<file path="config.mk">
export PLATFORM = sky130hd
export DESIGN_NAME = arp_responder_with_lru_cache
export DESIGN_NICKNAME = d
export VERILOG_FILES = /design/src/hw/rtl/arpc_pkg.sv /design/src/hw/rtl/arp_responder_with_lru_cache.sv /design/src/hw/rtl/arpc_front.sv /design/src/hw/rtl/arpc_cmd_fifo.sv /design/src/hw/rtl/arpc_back.sv
export VERILOG_INCLUDE_DIRS = /design/src /design/src/hw/rtl
export SDC_FILE = /design/constraint.sdc
export NUM_CORES = 2
export LEC_CHECK = 0
export ABC_AREA = 0
export BUFFER_PORTS_ARGS = -buffer_cell sky130_fd_sc_hd__buf_2
export CELL_PAD_IN_SITES_DETAIL_PLACEMENT = 1
export CELL_PAD_IN_SITES_GLOBAL_PLACEMENT = 1
export CORE_MARGIN = 3
export CORE_UTILIZATION = 45
export CTS_CLUSTER_SIZE = 8
export DETAILED_ROUTE_END_ITERATION = 16
export GPL_ROUTABILITY_DRIVEN = 1
export PLACE_DENSITY_LB_ADDON = 0.1
export SLEW_MARGIN = 20
export SYNTH_ARGS = -nofsm -noshare
export SYNTH_HDL_FRONTEND = slang
export SYNTH_SLANG_ARGS = --single-unit
</file>
<file path="constraint.sdc">
create_clock -name clk -period 10.2 [get_ports clk]
set_input_delay 2.04 -clock clk [delete_from_list [all_inputs] [get_ports clk]]
set_output_delay 2.04 -clock clk [all_outputs]
set_load 0.01 [all_outputs]
</file>
<file path="src/hw/rtl/arp_responder_with_lru_cache_macros.svh">
// Assertion macros used by the ARP responder cache engine (arpc_back).
// Needs a clk and an active-low arst_n in the scope of each use.
`ifndef ARP_RESPONDER_WITH_LRU_CACHE_MACROS_SVH
`define ARP_RESPONDER_WITH_LRU_CACHE_MACROS_SVH

// Property checked at every clock edge outside reset.
`define ARPC_ASSERT(lbl, prop, msg) \
	lbl: assert property (@(posedge clk) disable iff (!arst_n) (prop)) else $error(msg);

// Condition that must never be seen outside reset.
`define ARPC_NEVER(lbl, cond, msg) \
	lbl: assert property (@(posedge clk) disable iff (!arst_n) !(cond)) else $error(msg);

`endif

</file>
<file path="src/hw/rtl/arpc_pkg.sv">
// Types and constants of the ARP responder.
// Used by the front classifier, the command queue, the cache engine and the top level.
package arpc_pkg;

	localparam logic [15:0] ETH_TYPE_ARP = 16'h0806;
	localparam logic [10:0] MIN_FRAME    = 11'd14;
	localparam logic [15:0] ARP_OP_REQ   = 16'd1;
	localparam logic [15:0] ARP_OP_REPLY = 16'd2;
	localparam logic [1:0]  OUT_OP_REQ   = 2'd1;
	localparam logic [1:0]  OUT_OP_REPLY = 2'd2;
	localparam logic [47:0] BCAST_MAC    = 48'hffff_ffff_ffff;

	localparam logic [1:0] KIND_FRAME  = 2'd0;
	localparam logic [1:0] KIND_LOOKUP = 2'd1;
	localparam logic [1:0] KIND_TICK   = 2'd2;

	localparam logic [2:0] CFG_NUM_IF   = 3'd0;
	localparam logic [2:0] CFG_PORT0_MAC = 3'd1;
	localparam logic [2:0] CFG_PORT0_IP  = 3'd2;
	localparam logic [2:0] CFG_PORT1_MAC = 3'd3;
	localparam logic [2:0] CFG_PORT1_IP  = 3'd4;

	typedef enum logic [3:0] {
		STAT_CACHED    = 4'd0,
		STAT_REPLY     = 4'd1,
		STAT_REQUEST   = 4'd2,
		STAT_HIT       = 4'd3,
		STAT_IGNORED   = 4'd4,
		STAT_NOTME     = 4'd5,
		STAT_MALFORMED = 4'd6,
		STAT_BADTYPE   = 4'd7,
		STAT_BADPORT   = 4'd8
	} status_t;

	typedef enum logic [2:0] {
		CMD_TICK,
		CMD_SIMPLE,
		CMD_REQREPLY,
		CMD_UPDATE,
		CMD_LOOKUP
	} cmd_kind_t;

	typedef struct packed {
		logic [1:0]  num_if;
		logic [47:0] mac0;
		logic [31:0] ip0;
		logic [47:0] mac1;
		logic [31:0] ip1;
	} cfg_t;

	typedef struct packed {
		cmd_kind_t   kind;
		status_t     status;
		logic [1:0]  nrep;
		logic        port;
		logic [47:0] smac;
		logic [31:0] sip;
		logic [31:0] tip;
	} cmd_t;

	// Input word, last field in the lowest bits.
	typedef struct packed {
		logic [3:0]  pad;
		logic [31:0] target_ip;
		logic [31:0] sender_ip;
		logic [47:0] sender_mac;
		logic [15:0] arp_op;
		logic [15:0] ethertype;
		logic [10:0] frame_bytes;
		logic        port;
	} in_word_t;

	// Result word, last field in the lowest bits.
	typedef struct packed {
		logic        pad;
		logic [47:0] found_mac;
		logic [31:0] out_target_ip;
		logic [47:0] out_target_mac;
		logic [31:0] out_sender_ip;
		logic [47:0] out_sender_mac;
		logic [1:0]  out_op;
		logic [47:0] eth_src;
		logic [47:0] eth_dst;
		logic        out_port;
		status_t     status;
	} out_word_t;

	typedef struct packed {
		logic [31:0] ip;
		logic [47:0] mac;
		logic        port;
		logic [31:0] stamp;
	} entry_t;

endpackage

</file>
<file path="src/hw/rtl/arp_responder_with_lru_cache.sv">
// ARP responder with an LRU IP-to-MAC cache.
// Uses arpc_pkg, arpc_front, arpc_cmd_fifo and arpc_back.
//
// Input stream s_*: one word per received ARP frame, lookup query or
// one-second tick; tuser carries the kind. Output stream m_*: result words,
// tlast on the final result of an input (a request matching both interfaces
// gives two). Ticks give no result. Configuration: cfg_valid/cfg_index/
// cfg_data write the interface count and addresses; cfg_ready is always high.
// Write configuration only while the block is idle.
// Flow: an input word is classified and queued at once (two-entry queue).
// Simple results pass from the queue through the engine's result register
// to the output register. A lookup or a reply update walks the cache at one
// entry per cycle, and a merge moves each later entry down one place with a
// read state and a write state (S_SH_RD, S_SH_WR); the cache memory has one
// read port and one write port.
// Reset clears the cache count, the seconds counter and the queue; entry
// contents need no clearing. A stalled m_tready holds the result register;
// the queue keeps accepting until full, then s_tready drops.
module arp_responder_with_lru_cache
	import arpc_pkg::*;
#(
	parameter int CACHE_ENTRIES = 16,
	parameter int MAX_PORTS     = 2
) (
	input  logic         clk,
	input  logic         arst_n,
	input  logic         s_tvalid,
	output logic         s_tready,
	input  logic [159:0] s_tdata,  // port, frame_bytes, ethertype, arp_op, sender_mac, sender_ip, target_ip
	input  logic [1:0]   s_tuser,  // kind
	output logic         m_tvalid,
	input  logic         m_tready,
	output logic [311:0] m_tdata,  // status, out_port, eth_dst, eth_src, out_op, out_sender_mac,
	                               // out_sender_ip, out_target_mac, out_target_ip, found_mac
	output logic         m_tlast,
	input  logic         cfg_valid,
	output logic         cfg_ready,
	input  logic [2:0]   cfg_index,
	input  logic [47:0]  cfg_data
);

	cfg_t      cfg_q;
	cmd_t      cmd_in, cmd_out;
	logic      q_full, q_avail, q_pop;
	out_word_t m_word;

	assign cfg_ready = 1'b1;
	assign s_tready  = !q_full;
	assign m_tdata   = m_word;

	always_ff @(posedge clk or negedge arst_n) begin
		if (!arst_n) begin
			cfg_q <= '{num_if: 2'd1, mac0: '0, ip0: '0, mac1: '0, ip1: '0};
		end else if (cfg_valid) begin
			case (cfg_index)
				CFG_NUM_IF:    cfg_q.num_if <= cfg_data[1:0];
				CFG_PORT0_MAC: cfg_q.mac0   <= cfg_data;
				CFG_PORT0_IP:  cfg_q.ip0    <= cfg_data[31:0];
				CFG_PORT1_MAC: cfg_q.mac1   <= cfg_data;
				CFG_PORT1_IP:  cfg_q.ip1    <= cfg_data[31:0];
				default: ;
			endcase
		end
	end

	arpc_front #(.MAX_PORTS(MAX_PORTS)) u_front (
		.cfg  (cfg_q),
		.kind (s_tuser),
		.word (in_word_t'(s_tdata)),
		.cmd  (cmd_in)
	);

	arpc_cmd_fifo u_fifo (
		.clk      (clk),
		.arst_n   (arst_n),
		.push     (s_tvalid),
		.push_cmd (cmd_in),
		.full     (q_full),
		.pop      (q_pop),
		.avail    (q_avail),
		.pop_cmd  (cmd_out)
	);

	arpc_back #(.CACHE_ENTRIES(CACHE_ENTRIES)) u_back (
		.clk       (clk),
		.arst_n    (arst_n),
		.cfg       (cfg_q),
		.cmd_avail (q_avail),
		.cmd       (cmd_out),
		.cmd_pop   (q_pop),
		.m_tvalid  (m_tvalid),
		.m_tready  (m_tready),
		.m_word    (m_word),
		.m_tlast   (m_tlast)
	);

endmodule

</file>
<file path="src/hw/rtl/arpc_front.sv">
// Front classifier: turns an input word into a cache-engine command.
// Depends on arpc_pkg; the checks that need no cache state are settled here.
module arpc_front
	import arpc_pkg::*;
#(
	parameter int MAX_PORTS = 2
) (
	input  cfg_t       cfg,
	input  logic [1:0] kind,
	input  in_word_t   word,
	output cmd_t       cmd
);

	logic [1:0]  nv;
	logic [31:0] pip;
	logic        m0, m1;

	always_comb begin
		nv  = (cfg.num_if > 2'(MAX_PORTS)) ? 2'(MAX_PORTS) : cfg.num_if;
		pip = word.port ? cfg.ip1 : cfg.ip0;
		m0  = (nv > 2'd0) && (word.target_ip == cfg.ip0);
		m1  = (nv > 2'd1) && (word.target_ip == cfg.ip1);

		cmd.kind   = CMD_SIMPLE;
		cmd.status = STAT_IGNORED;
		cmd.nrep   = 2'd1;
		cmd.port   = word.port;
		cmd.smac   = word.sender_mac;
		cmd.sip    = word.sender_ip;
		cmd.tip    = word.target_ip;

		if (kind == KIND_TICK) begin
			cmd.kind = CMD_TICK;
		end else if (kind != KIND_FRAME && kind != KIND_LOOKUP) begin
			cmd.status = STAT_IGNORED;
		end else if ({1'b0, word.port} >= nv) begin
			cmd.status = STAT_BADPORT;
		end else if (kind == KIND_LOOKUP) begin
			cmd.kind = CMD_LOOKUP;
		end else if (word.frame_bytes < MIN_FRAME) begin
			cmd.status = STAT_MALFORMED;
		end else if (word.ethertype != ETH_TYPE_ARP) begin
			cmd.status = STAT_BADTYPE;
		end else if (word.arp_op == ARP_OP_REPLY) begin
			if (word.sender_ip == pip) begin
				cmd.status = STAT_IGNORED;
			end else if (word.target_ip != pip) begin
				cmd.status = STAT_NOTME;
			end else begin
				cmd.kind = CMD_UPDATE;
			end
		end else if (word.arp_op == ARP_OP_REQ) begin
			if (!m0 && !m1) begin
				cmd.status = STAT_NOTME;
			end else begin
				cmd.kind = CMD_REQREPLY;
				cmd.nrep = {1'b0, m0} + {1'b0, m1};
			end
		end
	end

endmodule

</file>
<file path="src/hw/rtl/arpc_cmd_fifo.sv">
// Two-entry command queue between the classifier and the cache engine.
// Depends on arpc_pkg for the command type.
module arpc_cmd_fifo
	import arpc_pkg::*;
(
	input  logic clk,
	input  logic arst_n,
	input  logic push,
	input  cmd_t push_cmd,
	output logic full,
	input  logic pop,
	output logic avail,
	output cmd_t pop_cmd
);

	cmd_t       slot_q [2];
	logic       wr_ptr_q, rd_ptr_q;
	logic [1:0] fill_q;

	assign full    = (fill_q == 2'd2);
	assign avail   = (fill_q != 2'd0);
	assign pop_cmd = slot_q[rd_ptr_q];

	always_ff @(posedge clk) begin
		if (push && !full) slot_q[wr_ptr_q] <= push_cmd;
	end

	always_ff @(posedge clk or negedge arst_n) begin
		if (!arst_n) begin
			wr_ptr_q <= 1'b0;
			rd_ptr_q <= 1'b0;
			fill_q   <= 2'd0;
		end else begin
			if (push && !full) wr_ptr_q <= ~wr_ptr_q;
			if (pop && avail) rd_ptr_q <= ~rd_ptr_q;
			fill_q <= fill_q + {1'b0, push && !full} - {1'b0, pop && avail};
		end
	end

endmodule

</file>
<file path="src/hw/rtl/arpc_back.sv">
// Cache engine: walks the IP-to-MAC cache for lookups and reply updates,
// keeps the seconds counter and drives the result register. Depends on arpc_pkg.
`include "arp_responder_with_lru_cache_macros.svh"
module arpc_back
	import arpc_pkg::*;
#(
	parameter int CACHE_ENTRIES = 16
) (
	input  logic      clk,
	input  logic      arst_n,
	input  cfg_t      cfg,
	input  logic      cmd_avail,
	input  cmd_t      cmd,
	output logic      cmd_pop,
	output logic      m_tvalid,
	input  logic      m_tready,
	output out_word_t m_word,
	output logic      m_tlast
);

	localparam int IW = (CACHE_ENTRIES > 1) ? $clog2(CACHE_ENTRIES) : 1;
	localparam int CW = $clog2(CACHE_ENTRIES + 1);

	typedef enum logic [2:0] {S_IDLE, S_SCAN, S_UPD, S_SH_RD, S_SH_WR, S_EMIT} state_t;

	state_t      state_q;
	cmd_t        cur_q;
	logic [31:0] seconds_q;
	logic [CW-1:0] count_q, idx_q, j_q, jp1;
	logic [IW-1:0] cidx_q, mi_q, ii_q, best_q, target_q;
	logic        cmp_v_q, mi_v_q, ii_v_q, merge_q, append_q;
	logic [31:0] best_age_q, age;
	out_word_t   res_q, out_q, w_simple, w_reply, w_request, w_hit, w_cached;
	logic [1:0]  rep_q;
	logic        valid_q, last_q, slot_free;
	cmd_t        src;

	entry_t        mem [CACHE_ENTRIES];
	entry_t        rdata_q, wr_data;
	logic [IW-1:0] rd_addr, wr_addr;
	logic          wr_en;
	logic          ip_eq, mac_eq, scan_done;
	logic [47:0]   pmac;
	logic [31:0]   pip;

	always_ff @(posedge clk) begin
		if (wr_en) mem[wr_addr] <= wr_data;
		rdata_q <= mem[rd_addr];
	end

	always_comb begin
		jp1       = j_q + CW'(1);
		rd_addr   = (state_q == S_SH_RD) ? jp1[IW-1:0] : idx_q[IW-1:0];
		wr_en     = (state_q == S_UPD) || (state_q == S_SH_WR);
		wr_addr   = (state_q == S_SH_WR) ? j_q[IW-1:0] : target_q;
		wr_data   = (state_q == S_SH_WR) ? rdata_q
			: '{ip: cur_q.sip, mac: cur_q.smac, port: cur_q.port, stamp: seconds_q};
		ip_eq     = rdata_q.ip == ((cur_q.kind == CMD_LOOKUP) ? cur_q.tip : cur_q.sip);
		mac_eq    = rdata_q.mac == cur_q.smac;
		age       = seconds_q - rdata_q.stamp;
		scan_done = !cmp_v_q && (idx_q >= count_q);
		slot_free = !valid_q || m_tready;
		cmd_pop   = (state_q == S_IDLE) && cmd_avail;

		src  = (state_q == S_IDLE) ? cmd : cur_q;
		pmac = src.port ? cfg.mac1 : cfg.mac0;
		pip  = src.port ? cfg.ip1 : cfg.ip0;

		w_simple        = '0;
		w_simple.status = src.status;

		w_hit           = '0;
		w_hit.status    = STAT_HIT;
		w_hit.found_mac = rdata_q.mac;

		w_cached        = '0;
		w_cached.status = STAT_CACHED;

		w_reply                = '0;
		w_reply.status         = STAT_REPLY;
		w_reply.out_port       = src.port;
		w_reply.eth_dst        = src.smac;
		w_reply.eth_src        = pmac;
		w_reply.out_op         = OUT_OP_REPLY;
		w_reply.out_sender_mac = pmac;
		w_reply.out_sender_ip  = pip;
		w_reply.out_target_mac = src.smac;
		w_reply.out_target_ip  = src.sip;

		w_request                = '0;
		w_request.status         = STAT_REQUEST;
		w_request.out_port       = src.port;
		w_request.eth_dst        = BCAST_MAC;
		w_request.eth_src        = pmac;
		w_request.out_op         = OUT_OP_REQ;
		w_request.out_sender_mac = pmac;
		w_request.out_sender_ip  = pip;
		w_request.out_target_ip  = src.tip;
	end

	assign m_tvalid = valid_q;
	assign m_word   = out_q;
	assign m_tlast  = last_q;

	always_ff @(posedge clk or negedge arst_n) begin
		if (!arst_n) begin
			valid_q <= 1'b0;
		end else if (state_q == S_EMIT && slot_free) begin
			valid_q <= 1'b1;
		end else if (m_tready) begin
			valid_q <= 1'b0;
		end
	end

	always_ff @(posedge clk or negedge arst_n) begin
		if (!arst_n) begin
			state_q   <= S_IDLE;
			count_q   <= '0;
			seconds_q <= '0;
			rep_q     <= '0;
			cmp_v_q   <= 1'b0;
		end else begin
			case (state_q)
				S_IDLE: begin
					if (cmd_avail) begin
						cur_q   <= cmd;
						idx_q   <= '0;
						cmp_v_q <= 1'b0;
						mi_v_q  <= 1'b0;
						ii_v_q  <= 1'b0;
						case (cmd.kind)
							CMD_TICK: seconds_q <= seconds_q + 32'd1;
							CMD_SIMPLE: begin
								res_q   <= w_simple;
								rep_q   <= 2'd1;
								state_q <= S_EMIT;
							end
							CMD_REQREPLY: begin
								res_q   <= w_reply;
								rep_q   <= cmd.nrep;
								state_q <= S_EMIT;
							end
							default: state_q <= S_SCAN;
						endcase
					end
				end
				S_SCAN: begin
					// issue the next read while comparing the previous one
					if (idx_q < count_q) begin
						idx_q   <= idx_q + CW'(1);
						cidx_q  <= idx_q[IW-1:0];
						cmp_v_q <= 1'b1;
					end else begin
						cmp_v_q <= 1'b0;
					end
					if (cmp_v_q) begin
						if (cur_q.kind == CMD_LOOKUP) begin
							if (ip_eq) begin
								res_q   <= w_hit;
								rep_q   <= 2'd1;
								state_q <= S_EMIT;
							end
						end else begin
							if (mac_eq) begin
								mi_q   <= cidx_q;
								mi_v_q <= 1'b1;
							end else if (ip_eq) begin
								ii_q   <= cidx_q;
								ii_v_q <= 1'b1;
							end
							if (cidx_q == '0 || age > best_age_q) begin
								best_age_q <= age;
								best_q     <= cidx_q;
							end
						end
					end else if (scan_done) begin
						if (cur_q.kind == CMD_LOOKUP) begin
							res_q   <= w_request;
							rep_q   <= 2'd1;
							state_q <= S_EMIT;
						end else begin
							merge_q  <= mi_v_q && ii_v_q;
							append_q <= !mi_v_q && !ii_v_q && (count_q < CW'(CACHE_ENTRIES));
							j_q      <= CW'(ii_q);
							if (mi_v_q) target_q <= mi_q;
							else if (ii_v_q) target_q <= ii_q;
							else if (count_q < CW'(CACHE_ENTRIES)) target_q <= count_q[IW-1:0];
							else target_q <= best_q;
							state_q <= S_UPD;
						end
					end
				end
				S_UPD: begin
					res_q <= w_cached;
					rep_q <= 2'd1;
					if (merge_q) begin
						if (jp1 < count_q) begin
							state_q <= S_SH_RD;
						end else begin
							count_q <= count_q - CW'(1);
							state_q <= S_EMIT;
						end
					end else begin
						if (append_q) count_q <= count_q + CW'(1);
						state_q <= S_EMIT;
					end
				end
				S_SH_RD: state_q <= S_SH_WR;
				S_SH_WR: begin
					// move the next entry down one place
					j_q <= jp1;
					if (jp1 + CW'(1) < count_q) begin
						state_q <= S_SH_RD;
					end else begin
						count_q <= count_q - CW'(1);
						state_q <= S_EMIT;
					end
				end
				S_EMIT: begin
					if (slot_free) begin
						out_q   <= res_q;
						last_q  <= (rep_q == 2'd1);
						rep_q   <= rep_q - 2'd1;
						if (rep_q == 2'd1) state_q <= S_IDLE;
					end
				end
				default: state_q <= S_IDLE;
			endcase
		end
	end

	`ARPC_ASSERT(a_count_bound, count_q <= CW'(CACHE_ENTRIES), "entry count above cache size")
	`ARPC_ASSERT(a_cmp_in_range, (state_q == S_SCAN && cmp_v_q) |-> (CW'(cidx_q) < count_q), "compare beyond filled entries")
	`ARPC_NEVER(a_emit_empty, state_q == S_EMIT && rep_q == 2'd0, "emit with no result left")

endmodule

</file>
Word-level counts from Yosys, hierarchy flattened

Memory sizes are Yosys's and may differ from the RTL's. A register that Yosys moved wholly into a read port is not among the register bits.
Cells that the tools add are included.
W data, S select, Z words.

Register bits: 1,023
Input bits: 218
Word-level logic and storage cells: 286
Memories: 2
RAM bits: 2,052

Memories:

| name          | depth | width | read ports | clocked after memory_dff | write ports | RTL line            | source |
|---|---|---|---|---|---|---|---|
| u_back.mem    | 16    | 113   | 1          | 1                        | 1           | arpc_back.sv:38     | `entry_t mem [CACHE_ENTRIES];` |
| u_fifo.slot_q | 2     | 122   | 1          | 0                        | 1           | arpc_cmd_fifo.sv:16 | `cmd_t slot_q [2];` |

Bitwise logic cells: 5
Add/subtract/negate cells: 11
Eq/ne operators: 46
Reductions and logical operators: 57
Mux-type cells: 98
Magnitude comparators: 11

Operator list:

| cell                    | number |
|---|---|
| $mux W312               | 6 |
| $pmux W312 S3           | 1 |
| $pmux W312 S2           | 1 |
| $eq A32 B32 Y1          | 4 |
| $mux W119               | 1 |
| $mux W113               | 1 |
| $mux W32                | 3 |
| $mux W3                 | 17 |
| $eq A48 B48 Y1          | 1 |
| $mux W48                | 1 |
| $mux W5                 | 9 |
| $mux W4                 | 10 |
| $mux W2                 | 17 |
| $add A32 B1 Y32 const B | 1 |
| $gt A32 B32 Y1          | 1 |
| $ne A32 B32 Y1          | 1 |
| $sub A32 B32 Y32        | 1 |
| $pmux W5 S2             | 3 |
| $add A5 B1 Y5 const B   | 4 |
| $reduce_and A5 Y1       | 4 |
| $pmux W3 S6             | 1 |
| $mux W1                 | 17 |
| $eq A16 B1 Y1 const B   | 1 |
| $eq A16 B2 Y1 const B   | 1 |
| other kinds (45)        | 121 |

Logic depth before layout (Yosys ltp)

Word-level depth: 15
Mapped depth: 20

Cells and area by module

Synthesis repeated with hierarchy kept, for this count alone.

Cells, all modules: 6,691
Area total of the unflattened synthesis: 121,905.7 um^2

Modules (own cells, without submodules):

| module                       | cells each | times used | area each (um^2) | seq. area each (um^2) |
|---|---|---|---|---|
| arpc_back                    | 5,575      | 1          | 103,287.8        | 78,565.4 |
| arpc_cmd_fifo                | 400        | 1          | 9,301.4          | 7,427.1 |
| arp_responder_with_lru_cache | 350        | 1          | 6,368.6          | 4,055.1 |
| arpc_front                   | 366        | 1          | 2,947.8          | 0.0 |

Least setup slack after synthesis

No wires, ideal clock.

Path type: input-to-reg
From: in m_tready
To: reg u_back.last_q (netlist: u_back.m_tlast) (enable)
Path buffers: 0
Slack: 1.290 ns
Arrival time: 8.249 ns
Cell stages on the path: 2
Data required time: 9.539 ns
Cell sequence: nand2b_1 -> and3_1

Word-level cells in the longest chain between the ends: 2

RTL lines:

| item                        | RTL line                           | source |
|---|---|---|
| from (decl)                 | arp_responder_with_lru_cache.sv:32 | `input logic m_tready,` |
| $logic_or A1 B1 Y1          | arpc_back.sv:62                    | `slot_free = !valid_q \|\| m_tready;` |
| $reduce_and A3 Y1 (no line) | -                                  |  |
| to (signal assigned)        | arpc_back.sv:222                   | `last_q <= (rep_q == 2'd1);` |
| to (decl)                   | arpc_back.sv:35                    | `logic valid_q, last_q, slot_free;` |

Every way passes these cells.
A chain may end at the register's enable or synchronous reset.

Final worst setup path

From: reg u_back.seconds_q[0]
To: reg u_back.best_q[3] (enable)

Word-level cells in the longest chain between the ends: 4

RTL lines:

| item                        | RTL line         | source |
|---|---|---|
| from (decl)                 | arpc_back.sv:28  | `logic [31:0] seconds_q;` |
| from (signal assigned)      | arpc_back.sv:132 | `CMD_TICK: seconds_q <= seconds_q + 32'd1;` |
| $sub A32 B32 Y32            | arpc_back.sv:60  | `age = seconds_q - rdata_q.stamp;` |
| via u_back.age[28]          | arpc_back.sv:32  | `logic [31:0] best_age_q, age;` |
| $gt A32 B32 Y1              | arpc_back.sv:171 | `if (cidx_q == '0 \|\| age > best_age_q) begin` |
| $logic_or A1 B1 Y1          | arpc_back.sv:171 |  |
| $reduce_and A5 Y1 (no line) | -                |  |
| to (signal assigned)        | arpc_back.sv:173 | `best_q <= cidx_q;` |
| to (decl)                   | arpc_back.sv:30  | `logic [IW-1:0] cidx_q, mi_q, ii_q, best_q, target_q;` |

The timed path passes the listed nets, and every way through them passes these cells.

==> impl_summary.md <==
Cells and area
The fraction of layout instances using a drive strength above 1 is 0.2486. The number of filler instances in the final layout is 24410. Relative to the synthesized area, the layout overhead comes to 15.92%.

In the layout the commonest cells are sky130_fd_sc_hd__edfxtp_1 (2749), sky130_fd_sc_hd__buf_2 (525), sky130_fd_sc_hd__nand2_1 (506). The final-stage net count is 7759. The most common library cell in the layout ignoring fill and taps is sky130_fd_sc_hd__edfxtp_1.

Clocking
The later pin in the worst-skew pair is clocked with a latency of 0.93 ns. After clock tree synthesis, the setup repair step added 0 buffers. The cell sitting at the root of the clock tree is a sky130_fd_sc_hd__clkbuf_16. The number of buffers added to fix hold violations after cts is 0. The clock edge transition at the registers on the reported setup and hold paths is 0.05 ns. TritonCTS built the clock tree. The number of sinks on the clock net is 3071. The buffer levels on the longest clock path is 4.

The H-tree was split into 5 levels. Counting the buffers created by CTS gives 422. The count of instances resized after the clock tree is built is 0.

Logic synthesis
After technology mapping, the gate count stands at 6698. The synthesized netlist contains 88 unique library cells. The number of nets in the synthesized netlist is 7003. Counting flops and latches in the post-synthesis netlist gives 3071.

The mapped netlist covers 120600 sq um. The share of the Yosys chip area taken by registers is 0.7466. Counting flops with a built-in enable in the synthesized netlist gives 2749. The prevailing post-synth register cell is sky130_fd_sc_hd__edfxtp_1. The post-synthesis area per instance is 18.01 sq um. The async set-reset flop share out of synthesis is 0.06838. The number of synthesis warnings is 0.

GRT
The number of global-route vias before repair came to 67330. The largest net degree at the start of global routing is 141. The initial antenna violation count came to 41. The remaining global-route overflow is 0. The first global-routing pass estimated 464600 um of wire. Across every metal layer, demand over resource in global routing totals 0.2304.

Setup path
The number of buffer and inverter stages on the critical path is 1. In this design, the stage delay of the slowest critical-path cell is 0.87 ns. The flop-to-flop setup slack is 4.27 ns.

The reg-to-reg critical path startpoint is u_back.seconds_q[0]$_DFFE_PN0P_. Of all nets on the critical path, the largest fanout is 36. On the critical path, the stage with the largest delay is an instance of sky130_fd_sc_hd__o31a_2.

The critical path goes through inv_1 > ha_1 > fa_1 > nor2b_1 > o21ai_0 > a21o_1 > a31o_2 > o211ai_1 > a21oi_1 > or2_2 > o311ai_0 > ha_1 > nand4_1 > nor3_1 > nand2_1 > nor3_1 > a21boi_0 > o31a_2. Data on the critical path arrives at its endpoint at 6.44 ns. Grouping stages by cell kind, the critical path spends the most delay in compound AO/OA/AOI/OAI gates.

STA classifies the critical path endpoint as a flop. The capture instance of the worst register-to-register path is u_back.best_q[3]$_DFFE_PP_. The count of cells along the worst register-to-register path is 18. The worst setup path is launched from a flop. Data on the critical path is required at its endpoint by 10.71 ns. The worst setup path is of the reg -> reg kind.

Pwr
The overall power of the completed layout is 40010 uW. The leakage power is 0.04861 uW. The worst-case IR drop observed on VDD is 224.0 uV.

The total power divided by cell area is 286.2 nW/um^2.

STA
The tightest slew margin relative to the limit is 0.2264. Clock skew on the completed layout was measured at 0.05819 ns. The hold violation count in the final report came to 0.

Setup violations remaining at the end of the flow were counted as 0. Dividing the final minimum period by the clock period gives 0.5814. After layout, the minimum clock period comes to 5.930 ns.

The total negative setup slack is 0 ns. At the pin with the least slew margin, the transition time is 1.160 ns. Timing would allow up to 168.6 MHz. The max-slew violation count is 0. Setup repair after global routing left no endpoint under its margin.

Placed design
In this run the tool buffered the top-level ports with 526 buffer cells. The placed wire-length estimate is 189800 um. The last weighted congestion value of the routability-driven placer is 0.8205.

Floorplan
For this configuration, the core starts out at a cell density of 0.4537. The initialized floorplan defines 189 standard-cell rows. The floorplan die area is 274300 sq um. The width of the die is 523.7 um.

The number of top-level pins is 534. The height of the die is 523.7 um. The total area inside the core boundary comes to 265800 sq um.

Drt
The average wire per cell in the routed design is 28.28 um. In the routed layout, each cell is associated on average with a via count of 5.603. The via count of the routed design is 63460. In this run the remaining antenna-violating nets after routing total 0.

In the routed design, unresolved DRC markers number 0. The number of search-and-repair iterations in the first detailed-routing pass is 7. For this block, the routed nets add up to 320400 um of wire. In this run, the number of DRC markers left after iteration 0 of detailed routing was 5249.

Min path
The worst hold endpoint is u_back.m_word[237]$_DFFE_PP_. The class of the tightest hold or removal check is reg -> reg. The worst hold path begins at u_back.res_q[237]$_DFFE_PP_. The hold-critical path depth is 0.

Flow run
Max-cap violations in this run came to 0.

Status
The run finished with clean final reports.
-- cells in the mapped netlist (4+ instances only) --
cell | number | area share
sky130_fd_sc_hd__nor3b_1 | 6 | 0.00037
sky130_fd_sc_hd__xor2_1 | 65 | 0.0047
sky130_fd_sc_hd__ha_1 | 86 | 0.0089
sky130_fd_sc_hd__nor4b_1 | 5 | 0.00036
sky130_fd_sc_hd__or3_1 | 8 | 0.00041
sky130_fd_sc_hd__a21oi_1 | 259 | 0.011
sky130_fd_sc_hd__mux2_2 | 232 | 0.022
sky130_fd_sc_hd__mux2i_1 | 234 | 0.019
sky130_fd_sc_hd__and3_1 | 16 | 0.00083
sky130_fd_sc_hd__a31oi_1 | 11 | 0.00057
sky130_fd_sc_hd__nand2b_1 | 6 | 0.00031
sky130_fd_sc_hd__xnor2_1 | 209 | 0.015
sky130_fd_sc_hd__nor4_1 | 38 | 0.0020
sky130_fd_sc_hd__inv_1 | 179 | 0.0056
sky130_fd_sc_hd__and2_1 | 58 | 0.0030
sky130_fd_sc_hd__dfrtp_1 | 209 | 0.043
sky130_fd_sc_hd__a22oi_1 | 5 | 0.00031
sky130_fd_sc_hd__buf_2 | 66 | 0.0027
sky130_fd_sc_hd__nand4_1 | 44 | 0.0023
sky130_fd_sc_hd__o22ai_1 | 7 | 0.00036
sky130_fd_sc_hd__mux4_2 | 448 | 0.084
sky130_fd_sc_hd__nor2_1 | 161 | 0.0050
sky130_fd_sc_hd__and4_1 | 4 | 0.00029
sky130_fd_sc_hd__or2b_2 | 4 | 0.00029
sky130_fd_sc_hd__nor2b_1 | 138 | 0.0072
sky130_fd_sc_hd__o211ai_1 | 12 | 0.00075
sky130_fd_sc_hd__dfxtp_1 | 112 | 0.019
sky130_fd_sc_hd__nor3_1 | 33 | 0.0014
sky130_fd_sc_hd__nand2_1 | 506 | 0.016
sky130_fd_sc_hd__edfxtp_1 | 2749 | 0.68
sky130_fd_sc_hd__buf_4 | 52 | 0.0032
sky130_fd_sc_hd__a21o_1 | 28 | 0.0017
sky130_fd_sc_hd__o21a_1 | 11 | 0.00068
sky130_fd_sc_hd__or2_2 | 53 | 0.0027
sky130_fd_sc_hd__buf_1 | 28 | 0.00087
sky130_fd_sc_hd__a2111oi_0 | 8 | 0.00058
sky130_fd_sc_hd__o32ai_1 | 4 | 0.00029
sky130_fd_sc_hd__clkbuf_1 | 205 | 0.0064
sky130_fd_sc_hd__a222oi_1 | 5 | 0.00041
sky130_fd_sc_hd__nand3_1 | 32 | 0.0013
sky130_fd_sc_hd__a21boi_0 | 6 | 0.00037
sky130_fd_sc_hd__o21ai_0 | 122 | 0.0051
sky130_fd_sc_hd__a211oi_1 | 163 | 0.010
-- worst register-to-register path, delay by kind of cell, from the launching register on --
kind,cells,cell delay [ns]
flip-flops,1,0.39
adder cells (fa/ha/maj),3,0.87
AND/OR/NAND/NOR,6,1.39
buffers and inverters,1,0.10
AO/OA/AOI/OAI,8,2.81
-- how the worst max path moves through the flow --
stage,start,slack (ns),depth (start not counted),endpoint
after global placement,u_back.seconds_q[0]$_DFFE_PN0P_,4.24,18,u_back.best_age_q[27]$_DFFE_PP_
final,u_back.seconds_q[0]$_DFFE_PN0P_,4.27,18,u_back.best_q[3]$_DFFE_PP_
after global routing,u_back.seconds_q[0]$_DFFE_PN0P_,3.72,18,u_back.best_q[1]$_DFFE_PP_
after CTS,u_back.seconds_q[0]$_DFFE_PN0P_,4.07,18,u_back.best_q[1]$_DFFE_PP_
after detailed placement,u_back.seconds_q[0]$_DFFE_PN0P_,4.06,18,u_back.best_q[1]$_DFFE_PP_
after floorplan,m_tready,1.29,2,u_back.m_tlast$_DFFE_PP_
-- cell families after synthesis --
logic type,count (synthesis),synth area share
buffers and inverters,535,0.01923
xor gates and xnor gates,274,0.01990
AOI/OAI and AO/OA,680,0.03505
DFF,3071,0.7466
adders and majority gates,87,0.009088
muxes,915,0.1249
and+or+nand+nor,1134,0.04517
other,2,0.00006227
-- report_power, final --
part	internal, uW	switching [uW]
Combinational	3740	6000
Sequential	16400	923
Clock	7760	5150
Total	27900	12100
-- layer usage --
layer	share of wire	track usage	vias to the layer above
met4	0.034	0.07921	32
met1	0.42	0.3129	33610
met2	0.50	0.3806	1685
met5	0.00072	0	-
li1	-	-	27580
met3	0.049	0.03627	557
-- stage by stage --
stage / setup slack, ns / utilization / cells / area, sq um / hold WS, ns
5_1_grt: 3.720 / 0.5259 / 11320 / 139800 / 0.4029
3_5_place_dp: 4.065 / 0.4800 / 10560 / 127600 / 0.4052
2_1_floorplan: 1.290 / - / 6698 / 120600 / 0.4003
6_report: 4.270 / 0.5260 / 11330 / 139800 / 0.3932
3_3_place_gp: 4.236 / 0.4800 / 10560 / 127600 / 0.4015
4_1_cts: 4.066 / 0.5256 / 11310 / 139700 / 0.3844
-- flip-flops by register name, indices dropped and copies added, names as in the netlist, 2 cells and up --
| register | flops |
|---|---|
| u_back.mem | 1792 |
| u_back.m_word | 263 |
| u_back.res_q | 263 |
| u_fifo.slot_q | 244 |
| cfg_q | 162 |
| u_back.cur_q | 120 |
| u_back.rdata_q | 112 |
| u_back.best_age_q | 32 |
| u_back.seconds_q | 32 |
| u_back.count_q | 5 |
| u_back.idx_q | 5 |
| u_back.j_q | 5 |
| u_back.best_q | 4 |
| u_back.cidx_q | 4 |
| u_back.ii_q | 4 |
| u_back.mi_q | 4 |
| u_back.target_q | 4 |
| u_back.state_q | 3 |
| u_back.rep_q | 2 |
| u_fifo.fill_q | 2 |
-- final cells by class --
| type | instances | area, sq um | area share |
|---|---|---|---|
| antenna | 19 | 47.55 | 0.0003401 |
| clock buffer | 724 | 11810 | 0.08448 |
| clock inverter | 21 | 311.5 | 0.002229 |
| inverter | 180 | 675.6 | 0.004833 |
| multi-input combinational | 3092 | 28520 | 0.2040 |
| sequential | 3071 | 90050 | 0.6441 |
| tap | 3533 | 4420 | 0.03162 |
| timing repair buffer | 687 | 3959 | 0.02832 |
(Power assumes the default switching activity.)
